--- src/rtl/tte_pkg.sv ---
package tte_pkg;

  localparam int unsigned TsW   = 32;
  localparam int unsigned BpmW  = 26;
  localparam int unsigned SumW  = 34;
  localparam int unsigned StepW = 6;

  localparam logic [BpmW-1:0]  BpmNumerator = 26'd60000000;
  localparam logic [StepW-1:0] BpmSteps     = 6'd26;
  // The integer part of 2^32 / 3, and the reciprocal of 3 scaled by 2^33 and rounded up.
  localparam logic [TsW-1:0]   ThirdOfWrap  = 32'h5555_5555;
  localparam logic [TsW-1:0]   RecipThree   = 32'hAAAA_AAAB;

  typedef enum logic [3:0] {
    ST_IDLE,
    ST_CHECK,
    ST_RD3,
    ST_RD2,
    ST_RD1,
    ST_RD0,
    ST_CMP_A,
    ST_CMP_B,
    ST_CMP_C,
    ST_AVG_FOLD,
    ST_AVG_MUL,
    ST_AVG_TAKE,
    ST_DECIDE,
    ST_BPM_GO,
    ST_BPM_WAIT,
    ST_RESULT
  } state_e;

  typedef enum logic [1:0] {RD_NONE, RD_OFF3, RD_OFF2, RD_OFF1} rd_e;
  typedef enum logic [1:0] {CAP_NONE, CAP_A2, CAP_A1, CAP_A0} cap_e;
  typedef enum logic [1:0] {CMP_NONE, CMP_A1_A0, CMP_A2_A0, CMP_A0_A2} cmp_e;
  typedef enum logic [1:0] {AVG_NONE, AVG_FOLD, AVG_MUL, AVG_TAKE} avg_e;
  typedef enum logic {DIV_NONE, DIV_BPM} div_e;

  typedef struct packed {
    logic load;
    logic store;
    rd_e  rd;
    cap_e cap;
    cmp_e cmp;
    avg_e avg;
    div_e div;
    logic commit;
    logic emit;
  } cmd_t;

  typedef struct packed {
    logic take;
    logic div_busy;
    logic div_done;
    logic good;
    logic out_free;
  } status_t;

endpackage

--- src/rtl/tte_div.sv ---
module tte_div
  import tte_pkg::*;
(
  input  logic             clk_i,
  input  logic             rst_ni,
  input  logic             start_i,
  input  logic [SumW-1:0]  dividend_i,
  input  logic [TsW-1:0]   divisor_i,
  input  logic [StepW-1:0] steps_i,
  output logic             busy_o,
  output logic             done_o,
  output logic [SumW-1:0]  quotient_o
);

  logic             busy_q;
  logic             done_q;
  logic [StepW-1:0] cnt_q;
  logic [TsW-1:0]   rem_q;
  logic [TsW-1:0]   den_q;
  logic [SumW-1:0]  nq_q;
  logic [TsW:0]     rem_sh;
  logic [TsW:0]     diff;
  logic             ge;

  // One quotient bit per cycle; dividend bits shift out of the top of nq_q as
  // quotient bits shift in at the bottom.
  assign rem_sh = {rem_q, nq_q[SumW-1]};
  assign diff   = rem_sh - {1'b0, den_q};
  assign ge     = (rem_sh >= {1'b0, den_q});

  always_ff @(posedge clk_i or negedge rst_ni) begin
    if (!rst_ni) begin
      busy_q <= 1'b0;
      done_q <= 1'b0;
      cnt_q  <= '0;
    end else begin
      done_q <= 1'b0;
      if (start_i) begin
        busy_q <= 1'b1;
        cnt_q  <= steps_i;
      end else if (busy_q) begin
        cnt_q <= cnt_q - 1'b1;
        if (cnt_q == StepW'(1)) begin
          busy_q <= 1'b0;
          done_q <= 1'b1;
        end
      end
    end
  end

  always_ff @(posedge clk_i) begin
    if (start_i) begin
      rem_q <= '0;
      den_q <= divisor_i;
      nq_q  <= dividend_i;
    end else if (busy_q) begin
      rem_q <= ge ? diff[TsW-1:0] : rem_sh[TsW-1:0];
      nq_q  <= {nq_q[SumW-2:0], ge};
    end
  end

  assign busy_o     = busy_q;
  assign done_o     = done_q;
  assign quotient_o = nq_q;

endmodule

--- src/rtl/tte_datapath.sv ---
module tte_datapath
  import tte_pkg::*;
#(
  parameter int CHANNELS = 2
) (
  input  logic            clk_i,
  input  logic            rst_ni,
  input  logic            channel_i,
  input  logic [TsW-1:0]  timestamp_i,
  input  cmd_t            cmd_i,
  output status_t         status_o,
  input  logic            out_ready_i,
  output logic            out_valid_o,
  output logic            channel_o,
  output logic            accepted_o,
  output logic            updated_o,
  output logic [BpmW-1:0] bpm_o,
  output logic [TsW-1:0]  interval_o
);

  localparam int ChIdxW = (CHANNELS > 1) ? $clog2(CHANNELS) : 1;
  localparam int Depth  = CHANNELS * 4;
  localparam int AddrW  = $clog2(Depth);

  logic              ch_q;
  logic [TsW-1:0]    ts_q;
  logic [1:0]        p_q;
  logic [TsW-1:0]    prev_q  [CHANNELS];
  logic [1:0]        wptr_q  [CHANNELS];
  logic [BpmW-1:0]   bpm_q   [CHANNELS];
  logic [TsW-1:0]    intv_q  [CHANNELS];
  logic [TsW-1:0]    hist_mem [Depth];
  logic [Depth-1:0]  hv_q;
  logic [TsW-1:0]    rd_data_q;
  logic              rd_vld_q;
  logic [TsW-1:0]    tl_q;
  logic [TsW-1:0]    a0_q;
  logic [TsW-1:0]    a1_q;
  logic [TsW-1:0]    a2_q;
  logic [SumW-1:0]   sum_q;
  logic [TsW-1:0]    third_z_q;
  logic [TsW-1:0]    third_hi_q;
  logic [2*TsW-1:0]  third_prod_q;
  logic [TsW-1:0]    avg_q;
  logic              agree_q;
  logic              acc_q;
  logic              upd_q;
  logic              out_valid_q;
  logic              o_ch_q;
  logic              o_acc_q;
  logic              o_upd_q;
  logic [BpmW-1:0]   o_bpm_q;
  logic [TsW-1:0]    o_intv_q;

  logic [ChIdxW-1:0] ch_idx;
  logic              in_range;
  logic [1:0]        rd_ptr;
  logic [AddrW-1:0]  rd_addr;
  logic [AddrW-1:0]  wr_addr;
  logic [TsW-1:0]    rd_val;
  logic [TsW-1:0]    diff;
  logic [TsW-1:0]    lhs;
  logic [TsW-1:0]    rhs;
  logic              lt;
  logic [TsW:0]      fold_y;
  logic [TsW-1:0]    fold_z;
  logic [1:0]        fold_n;
  logic [TsW-1:0]    fold_hi;
  logic              div_start;
  logic [SumW-1:0]   div_dividend;
  logic [TsW-1:0]    div_divisor;
  logic [StepW-1:0]  div_steps;
  logic              div_busy;
  logic              div_done;
  logic [SumW-1:0]   quotient;
  logic              out_free;

  assign ch_idx   = ChIdxW'(ch_q);
  assign in_range = ({31'd0, ch_q} < 32'(CHANNELS));
  assign wr_addr  = AddrW'({ch_idx, wptr_q[ch_idx]});
  assign rd_addr  = AddrW'({ch_idx, rd_ptr});
  assign rd_val   = rd_vld_q ? rd_data_q : '0;
  assign diff     = ((cmd_i.cap == CAP_A2) ? ts_q : tl_q) - rd_val;
  assign out_free = !out_valid_q || out_ready_i;

  always_comb begin
    case (cmd_i.rd)
      RD_OFF3: rd_ptr = p_q + 2'd3;
      RD_OFF2: rd_ptr = p_q + 2'd2;
      RD_OFF1: rd_ptr = p_q + 2'd1;
      default: rd_ptr = p_q;
    endcase
  end

  always_comb begin
    case (cmd_i.cmp)
      CMP_A1_A0: begin
        lhs = a1_q;
        rhs = a0_q;
      end
      CMP_A2_A0: begin
        lhs = a2_q;
        rhs = a0_q;
      end
      default: begin
        lhs = a0_q;
        rhs = a2_q;
      end
    endcase
  end

  // Exact test of 4 * lhs < 5 * rhs.
  assign lt = ({1'b0, lhs, 2'b00} < ({1'b0, rhs, 2'b00} + (TsW + 3)'(rhs)));

  // Each wrap of 2^32 in the sum is worth a third of the wrap and leaves one over, so the
  // upper bits fold twice into a 32-bit remainder that the reciprocal then divides.
  assign fold_y = {1'b0, sum_q[TsW-1:0]} + (TsW + 1)'(sum_q[SumW-1:TsW]);
  assign fold_z = fold_y[TsW-1:0] + TsW'(fold_y[TsW]);
  assign fold_n = sum_q[SumW-1:TsW] + {1'b0, fold_y[TsW]};

  always_comb begin
    case (fold_n)
      2'd1:    fold_hi = ThirdOfWrap;
      2'd2:    fold_hi = {ThirdOfWrap[TsW-2:0], 1'b0};
      default: fold_hi = '0;
    endcase
  end

  assign div_start    = (cmd_i.div == DIV_BPM);
  assign div_dividend = {BpmNumerator, {(SumW - BpmW){1'b0}}};
  assign div_divisor  = avg_q;
  assign div_steps    = BpmSteps;

  tte_div u_div (
    .clk_i      (clk_i),
    .rst_ni     (rst_ni),
    .start_i    (div_start),
    .dividend_i (div_dividend),
    .divisor_i  (div_divisor),
    .steps_i    (div_steps),
    .busy_o     (div_busy),
    .done_o     (div_done),
    .quotient_o (quotient)
  );

  always_ff @(posedge clk_i) begin
    if (cmd_i.store) begin
      hist_mem[wr_addr] <= ts_q;
    end
    if (cmd_i.rd != RD_NONE) begin
      rd_data_q <= hist_mem[rd_addr];
      rd_vld_q  <= hv_q[rd_addr];
    end
  end

  always_ff @(posedge clk_i or negedge rst_ni) begin
    if (!rst_ni) begin
      hv_q <= '0;
      for (int i = 0; i < CHANNELS; i++) begin
        prev_q[i] <= '0;
        wptr_q[i] <= '0;
        bpm_q[i]  <= '0;
        intv_q[i] <= '0;
      end
      agree_q     <= 1'b0;
      acc_q       <= 1'b0;
      upd_q       <= 1'b0;
      out_valid_q <= 1'b0;
    end else begin
      if (cmd_i.load) begin
        agree_q <= 1'b1;
        acc_q   <= 1'b0;
        upd_q   <= 1'b0;
      end
      if (cmd_i.store) begin
        hv_q[wr_addr]  <= 1'b1;
        prev_q[ch_idx] <= ts_q;
        wptr_q[ch_idx] <= wptr_q[ch_idx] + 2'd1;
        acc_q          <= 1'b1;
      end
      if (cmd_i.cmp != CMP_NONE) begin
        agree_q <= agree_q & lt;
      end
      if (cmd_i.commit) begin
        bpm_q[ch_idx]  <= quotient[BpmW-1:0];
        intv_q[ch_idx] <= avg_q;
        upd_q          <= 1'b1;
      end
      if (cmd_i.emit) begin
        out_valid_q <= 1'b1;
      end else if (out_ready_i) begin
        out_valid_q <= 1'b0;
      end
    end
  end

  always_ff @(posedge clk_i) begin
    if (cmd_i.load) begin
      ch_q  <= channel_i;
      ts_q  <= timestamp_i;
      sum_q <= '0;
    end
    if (cmd_i.store) begin
      p_q <= wptr_q[ch_idx];
    end
    if (cmd_i.cap != CAP_NONE) begin
      tl_q  <= rd_val;
      sum_q <= sum_q + SumW'(diff);
    end
    case (cmd_i.cap)
      CAP_A2:  a2_q <= diff;
      CAP_A1:  a1_q <= diff;
      CAP_A0:  a0_q <= diff;
      default: ;
    endcase
    case (cmd_i.avg)
      AVG_FOLD: begin
        third_z_q  <= fold_z;
        third_hi_q <= fold_hi;
      end
      AVG_MUL: begin
        third_prod_q <= (2 * TsW)'(third_z_q) * (2 * TsW)'(RecipThree);
      end
      AVG_TAKE: begin
        avg_q <= third_hi_q + {1'b0, third_prod_q[2*TsW-1:TsW+1]};
      end
      default: ;
    endcase
    if (cmd_i.emit) begin
      o_ch_q   <= ch_q;
      o_acc_q  <= acc_q;
      o_upd_q  <= upd_q;
      o_bpm_q  <= in_range ? bpm_q[ch_idx] : '0;
      o_intv_q <= in_range ? intv_q[ch_idx] : '0;
    end
  end

  assign status_o.take     = in_range && (ts_q != prev_q[ch_idx]);
  assign status_o.div_busy = div_busy;
  assign status_o.div_done = div_done;
  assign status_o.good     = agree_q && (avg_q != '0);
  assign status_o.out_free = out_free;

  assign out_valid_o = out_valid_q;
  assign channel_o   = o_ch_q;
  assign accepted_o  = o_acc_q;
  assign updated_o   = o_upd_q;
  assign bpm_o       = o_bpm_q;
  assign interval_o  = o_intv_q;

endmodule

--- src/rtl/tte_ctrl.sv ---
module tte_ctrl
  import tte_pkg::*;
(
  input  logic    clk_i,
  input  logic    rst_ni,
  input  logic    in_valid_i,
  output logic    in_ready_o,
  input  status_t status_i,
  output cmd_t    cmd_o
);

  state_e state_q;
  state_e state_d;

  always_ff @(posedge clk_i or negedge rst_ni) begin
    if (!rst_ni) begin
      state_q <= ST_IDLE;
    end else begin
      state_q <= state_d;
    end
  end

  always_comb begin
    state_d    = state_q;
    cmd_o      = '0;
    in_ready_o = 1'b0;
    case (state_q)
      ST_IDLE: begin
        in_ready_o = 1'b1;
        if (in_valid_i) begin
          cmd_o.load = 1'b1;
          state_d    = ST_CHECK;
        end
      end
      ST_CHECK: begin
        if (status_i.take) begin
          cmd_o.store = 1'b1;
          state_d     = ST_RD3;
        end else begin
          state_d = ST_RESULT;
        end
      end
      ST_RD3: begin
        cmd_o.rd = RD_OFF3;
        state_d  = ST_RD2;
      end
      ST_RD2: begin
        cmd_o.rd  = RD_OFF2;
        cmd_o.cap = CAP_A2;
        state_d   = ST_RD1;
      end
      ST_RD1: begin
        cmd_o.rd  = RD_OFF1;
        cmd_o.cap = CAP_A1;
        state_d   = ST_RD0;
      end
      ST_RD0: begin
        cmd_o.cap = CAP_A0;
        state_d   = ST_CMP_A;
      end
      ST_CMP_A: begin
        cmd_o.cmp = CMP_A1_A0;
        state_d   = ST_CMP_B;
      end
      ST_CMP_B: begin
        cmd_o.cmp = CMP_A2_A0;
        state_d   = ST_CMP_C;
      end
      ST_CMP_C: begin
        cmd_o.cmp = CMP_A0_A2;
        state_d   = ST_AVG_FOLD;
      end
      ST_AVG_FOLD: begin
        cmd_o.avg = AVG_FOLD;
        state_d   = ST_AVG_MUL;
      end
      ST_AVG_MUL: begin
        cmd_o.avg = AVG_MUL;
        state_d   = ST_AVG_TAKE;
      end
      ST_AVG_TAKE: begin
        cmd_o.avg = AVG_TAKE;
        state_d   = ST_DECIDE;
      end
      ST_DECIDE: begin
        state_d = status_i.good ? ST_BPM_GO : ST_RESULT;
      end
      ST_BPM_GO: begin
        cmd_o.div = DIV_BPM;
        state_d   = ST_BPM_WAIT;
      end
      ST_BPM_WAIT: begin
        if (status_i.div_done) begin
          cmd_o.commit = 1'b1;
          state_d      = ST_RESULT;
        end
      end
      ST_RESULT: begin
        if (status_i.out_free) begin
          cmd_o.emit = 1'b1;
          state_d    = ST_IDLE;
        end
      end
      default: begin
        state_d = ST_IDLE;
      end
    endcase
  end

endmodule

--- src/rtl/tap_tempo_bpm_estimator.sv ---
// Channel   Direction  tdata                                   tuser
// s_axis    in         [31:0] timestamp                        [0] channel
// m_axis    out        [25:0] beats_per_minute,                [0] channel_out,
//                      [57:26] beat_interval, [63:58] zero     [1] tap_accepted,
//                                                              [2] estimate_updated
//
// One tap is handled at a time. A repeated or out-of-range tap skips the history, a stored
// tap whose intervals disagree skips the divider, and one that updates the estimate waits
// on the serial divider for the tempo, which takes one quotient bit per cycle over 26 bits.
// The history memory is read one entry a cycle and the average is taken by a reciprocal
// multiplication in fold, multiply and take steps.
// Reset clears all history, pointers and held estimates at once.
// A stalled result waits in the output register while the next tap is worked on.
module tap_tempo_bpm_estimator
  import tte_pkg::*;
#(
  parameter int CHANNELS = 2
) (
  input  logic        clk_i,
  input  logic        rst_ni,
  input  logic        s_axis_tvalid,
  output logic        s_axis_tready,
  input  logic [31:0] s_axis_tdata,  // timestamp
  input  logic [0:0]  s_axis_tuser,  // channel
  output logic        m_axis_tvalid,
  input  logic        m_axis_tready,
  output logic [63:0] m_axis_tdata,  // beats_per_minute, beat_interval, zero fill
  output logic [2:0]  m_axis_tuser   // channel_out, tap_accepted, estimate_updated
);

  cmd_t            cmd;
  status_t         status;
  logic            out_ch;
  logic            out_acc;
  logic            out_upd;
  logic [BpmW-1:0] out_bpm;
  logic [TsW-1:0]  out_intv;

  tte_ctrl u_ctrl (
    .clk_i      (clk_i),
    .rst_ni     (rst_ni),
    .in_valid_i (s_axis_tvalid),
    .in_ready_o (s_axis_tready),
    .status_i   (status),
    .cmd_o      (cmd)
  );

  tte_datapath #(
    .CHANNELS (CHANNELS)
  ) u_datapath (
    .clk_i       (clk_i),
    .rst_ni      (rst_ni),
    .channel_i   (s_axis_tuser[0]),
    .timestamp_i (s_axis_tdata),
    .cmd_i       (cmd),
    .status_o    (status),
    .out_ready_i (m_axis_tready),
    .out_valid_o (m_axis_tvalid),
    .channel_o   (out_ch),
    .accepted_o  (out_acc),
    .updated_o   (out_upd),
    .bpm_o       (out_bpm),
    .interval_o  (out_intv)
  );

  assign m_axis_tdata = {6'd0, out_intv, out_bpm};
  assign m_axis_tuser = {out_upd, out_acc, out_ch};

  a_upd_implies_acc: assert property (@(posedge clk_i) disable iff (!rst_ni)
    m_axis_tvalid && m_axis_tuser[2] |-> m_axis_tuser[1])
    else $error("estimate updated without a stored tap");

  a_upd_nonzero_interval: assert property (@(posedge clk_i) disable iff (!rst_ni)
    m_axis_tvalid && m_axis_tuser[2] |-> m_axis_tdata[57:26] != 32'd0)
    else $error("estimate updated with a zero interval");

  a_div_start_idle: assert property (@(posedge clk_i) disable iff (!rst_ni)
    cmd.div != DIV_NONE |-> !status.div_busy)
    else $error("divider started while busy");

  a_one_tap_at_a_time: assert property (@(posedge clk_i) disable iff (!rst_ni)
    s_axis_tvalid && s_axis_tready |=> !s_axis_tready)
    else $error("second tap taken while one is at work");

endmodule
--- config.mk ---
export PLATFORM = sky130hd
export DESIGN_NAME = tap_tempo_bpm_estimator
export DESIGN_NICKNAME = d
export VERILOG_FILES = /design/src/rtl/tte_pkg.sv /design/src/rtl/tte_div.sv /design/src/rtl/tte_datapath.sv /design/src/rtl/tte_ctrl.sv /design/src/rtl/tap_tempo_bpm_estimator.sv
export SDC_FILE = /design/constraint.sdc
export NUM_CORES = 2
export LEC_CHECK = 0
export BUFFER_PORTS_ARGS = -buffer_cell sky130_fd_sc_hd__buf_2
export CORE_MARGIN = 10
export CORE_UTILIZATION = 35
export DETAILED_ROUTE_END_ITERATION = 6
export GPL_ROUTABILITY_DRIVEN = 0
export GPL_TIMING_DRIVEN = 0
export MAX_ROUTING_LAYER = met4
export PLACE_DENSITY_LB_ADDON = 0.1
export SLEW_MARGIN = 40
export SYNTH_ARGS = -nofsm -noshare
export SYNTH_HDL_FRONTEND = slang
export SYNTH_SLANG_ARGS = --single-unit
--- constraint.sdc ---
create_clock -name clk_i -period 8.06 [get_ports clk_i]
set_input_delay 1.209 -clock clk_i [delete_from_list [all_inputs] [get_ports clk_i]]
set_output_delay 1.209 -clock clk_i [all_outputs]
set_load 0.1 [all_outputs]
==> metrics.cfg <==
[grt]
first_global_vias=41000
grt_use_total_pct=18.3
grt_pass1_wl_um=263000
overflow=0
grt_max_degree=66
antenna_found_initial=2

[finish]
syn_to_final_growth_pct=13.8
fillers=16900
drive_gt1_share_pct=15.9
nets=6450

[setup_path]
cpPeakStageDelay_ps=550
critPathKind=flip-flop to flip-flop
cp.arrival_ps=8280
crit_required_ps=8550
crit_path_frequent_cell=fa_1
slowest_stage=fa_1
cp-end-kind=flip-flop
start_kind=flip-flop
crit_fanout=5

[detailed_routing]
vias=39500
drt_iter0_drc=2265
drt-vias-per-instance=4.98
firstDrtPassIters=5
drt-wirelength-per-cell_um=21.8
drc=0
drt-total-wl_um=173000
detail-route-antenna-nets=0

[place]
hpwlAfterDp_um=137000
port_buffers=99

[sta]
min_period_ps=7790
final-setup-viol-count=0
final-hold-violation-count=0
worst_hold_slack_ps=324
fin_crit_sh_pct=96.7
slew-limit-headroom_pct=35.5
drv_slew=0
fin_skew_ps=88.1
setup_tns_ps=0
tightestPinTransition_ps=960
fmax_mhz=128

[yosys]
ys_seq_elements=950
synthTopCellsByCount=676 x edfxtp_1, 660 x inv_1, 561 x ha_1
seq_area_frac_synth_pct=43.2
async_flop_share_pct=21.9
synthFlopType=edfxtp_1
netlist_area_um2=62000
yosysTopAreaCellShare_pct=32.7
syn_avg_cell_area_um2=12.0
yosysTopAreaCell=edfxtp_1
ys_warn_count=0
synth_cell_types=93
syn_inst=5162
synth_edf_count=676
yosysMostFrequentCell=edfxtp_1
synthTopCellsByArea=edfxtp_1 33%, fa_1 12%, ha_1 11%, dfrtp_1 8.4%, mux2_2 5.5%

[floorplan]
die_w_um=441
core_area_um2=176000
start_util_pct=35.2
num_rows=154
die_h_um=441
dieArea_um2=194000
io_pins=106

[cts]
cts-root-buf=clkbuf_16
clkTransAtPathRegs_ps=60
clock_path_buffers=3
cts_tree=built
cts_inserted_buffers=106
insertion_delay_ps=780
ctsHoldBuffers=0
h-tree-depth=3
clock_sinks=950

[min_path]
min_path_type=input pin to async pin

[status]
outcome=complete, no violations

[job]
max_cap_violations=0

worst paths after layout:
kind / startpoint / endpoint / slack (ps) / depth (start not counted)
setup / recovery: u_datapath.third_z_q[10] / u_datapath.third_prod_q[57] / 270 / 26
hold / removal: rst_ni / u_datapath.intv_q[58] / 320 / 1
setup reg to reg: u_datapath.third_z_q[10] / u_datapath.third_prod_q[57] / 270 / 26
hold reg to reg: u_datapath.acc_q / u_datapath.accepted_o / 450 / 0
max in group asynchronous: rst_ni / u_datapath.prev_q[29] / 6650 / 3
min in group clk_i: u_datapath.acc_q / u_datapath.accepted_o / 450 / 0
flip-flops by register name (all words and copies together) (netlist names), 4 cells and up:
| signal | count |
|---|---|
| u_datapath.hist_mem | 256 |
| u_datapath.intv_q | 64 |
| u_datapath.prev_q | 64 |
| u_datapath.bpm_q | 52 |
| u_datapath.sum_q | 34 |
| u_datapath.u_div.quotient_o | 34 |
| u_datapath.a0_q | 32 |
| u_datapath.a1_q | 32 |
| u_datapath.a2_q | 32 |
| u_datapath.avg_q | 32 |
| u_datapath.interval_o | 32 |
| u_datapath.rd_data_q | 32 |
| u_datapath.third_z_q | 32 |
| u_datapath.tl_q | 32 |
| u_datapath.ts_q | 32 |
| u_datapath.u_div.den_q | 32 |
| u_datapath.u_div.rem_q | 32 |
| u_datapath.third_prod_q | 31 |
| u_datapath.bpm_o | 26 |
| u_datapath.hv_q | 8 |
| u_datapath.u_div.cnt_q | 6 |
| u_ctrl.state_q | 4 |
| u_datapath.wptr_q | 4 |
cells in the final DEF (no fill, tap or decap), types with 130 or more instances in the layout:
cell	n
a21oi_1	234
buf_2	130
dfrtp_1	208
edfxtp_1	676
fa_1	361
ha_1	558
inv_1	657
mux2_2	301
nand2_1	339
nor2_1	215
o21ai_0	168
xnor2_1	190
critical path: cells and delay by family, from the launching register on:
kind / cells / cell delay (ps)
AO/OA/AOI/OAI: 7 / 1390
AND/OR/NAND/NOR: 3 / 680
adder cells (fa/ha/maj): 9 / 4060
flip-flops: 1 / 420
buffers and inverters: 5 / 530
XOR/XNOR: 2 / 470
logic make-up (layout without fill, tap and decap cells):
| kind of cell | Yosys count | after routing | share of synthesized area (%) |
|---|---|---|---|
| DFF | 950 | 950 | 43.2 |
| adders and majority gates | 923 | 923 | 23.0 |
| and+or+nand+nor | 922 | 922 | 7.01 |
| AOI/OAI and AO/OA | 814 | 814 | 8.37 |
| buffers and inverters | 807 | 1224 | 5.00 |
| muxes | 458 | 458 | 9.33 |
| xor gates and xnor gates | 287 | 287 | 4.05 |
| other | 1 | 7 | 0.00605 |
routing by layer:
layer / part of all wire, % / GRT usage (%) / up-vias
li1: - / - / 18900
met5: 0 / - / -
met3: 3.5 / 2.22 / 192
met1: 47 / 25.0 / 19800
met4: 2.5 / 4.26 / 0
met2: 47 / 29.0 / 686
stage by stage:
step / util [%] / instance area, µm² / setup slack, ps / cells
global route: 40.1 / 70600 / -10.4 / 7924
floorplan: - / 62000 / 1010 / 5167
CTS: 39.9 / 70300 / 24.8 / 7900
global placement: 37.2 / 65500 / -2210 / 7606
finish: 40.1 / 70600 / 266 / 7925
detailed placement: 37.7 / 66400 / -1120 / 7679
final cells by class:
class / count / area, µm² / area share [%]
inverter: 662 / 2490 / 3.53
clock buffer: 160 / 3090 / 4.38
clock inverter: 41 / 583 / 0.826
buffer: 144 / 647 / 0.916
sequential: 950 / 26800 / 38.0
timing repair buffer: 217 / 1600 / 2.26
antenna: 1 / 2.50 / 0.00354
tap: 2340 / 2930 / 4.15
multi-input combinational: 3410 / 32400 / 45.9
what timing repair did:
item                                    4_1_cts  5_1_grt
pin swaps                                     1        2
resized for setup                            24       21
setup buffers                                21       23
endpoints found under the setup margin       31       19
Power is left out: the tool's default activity adds up to more than one toggle a clock period on the data nets, which glitch-free logic cannot reach.
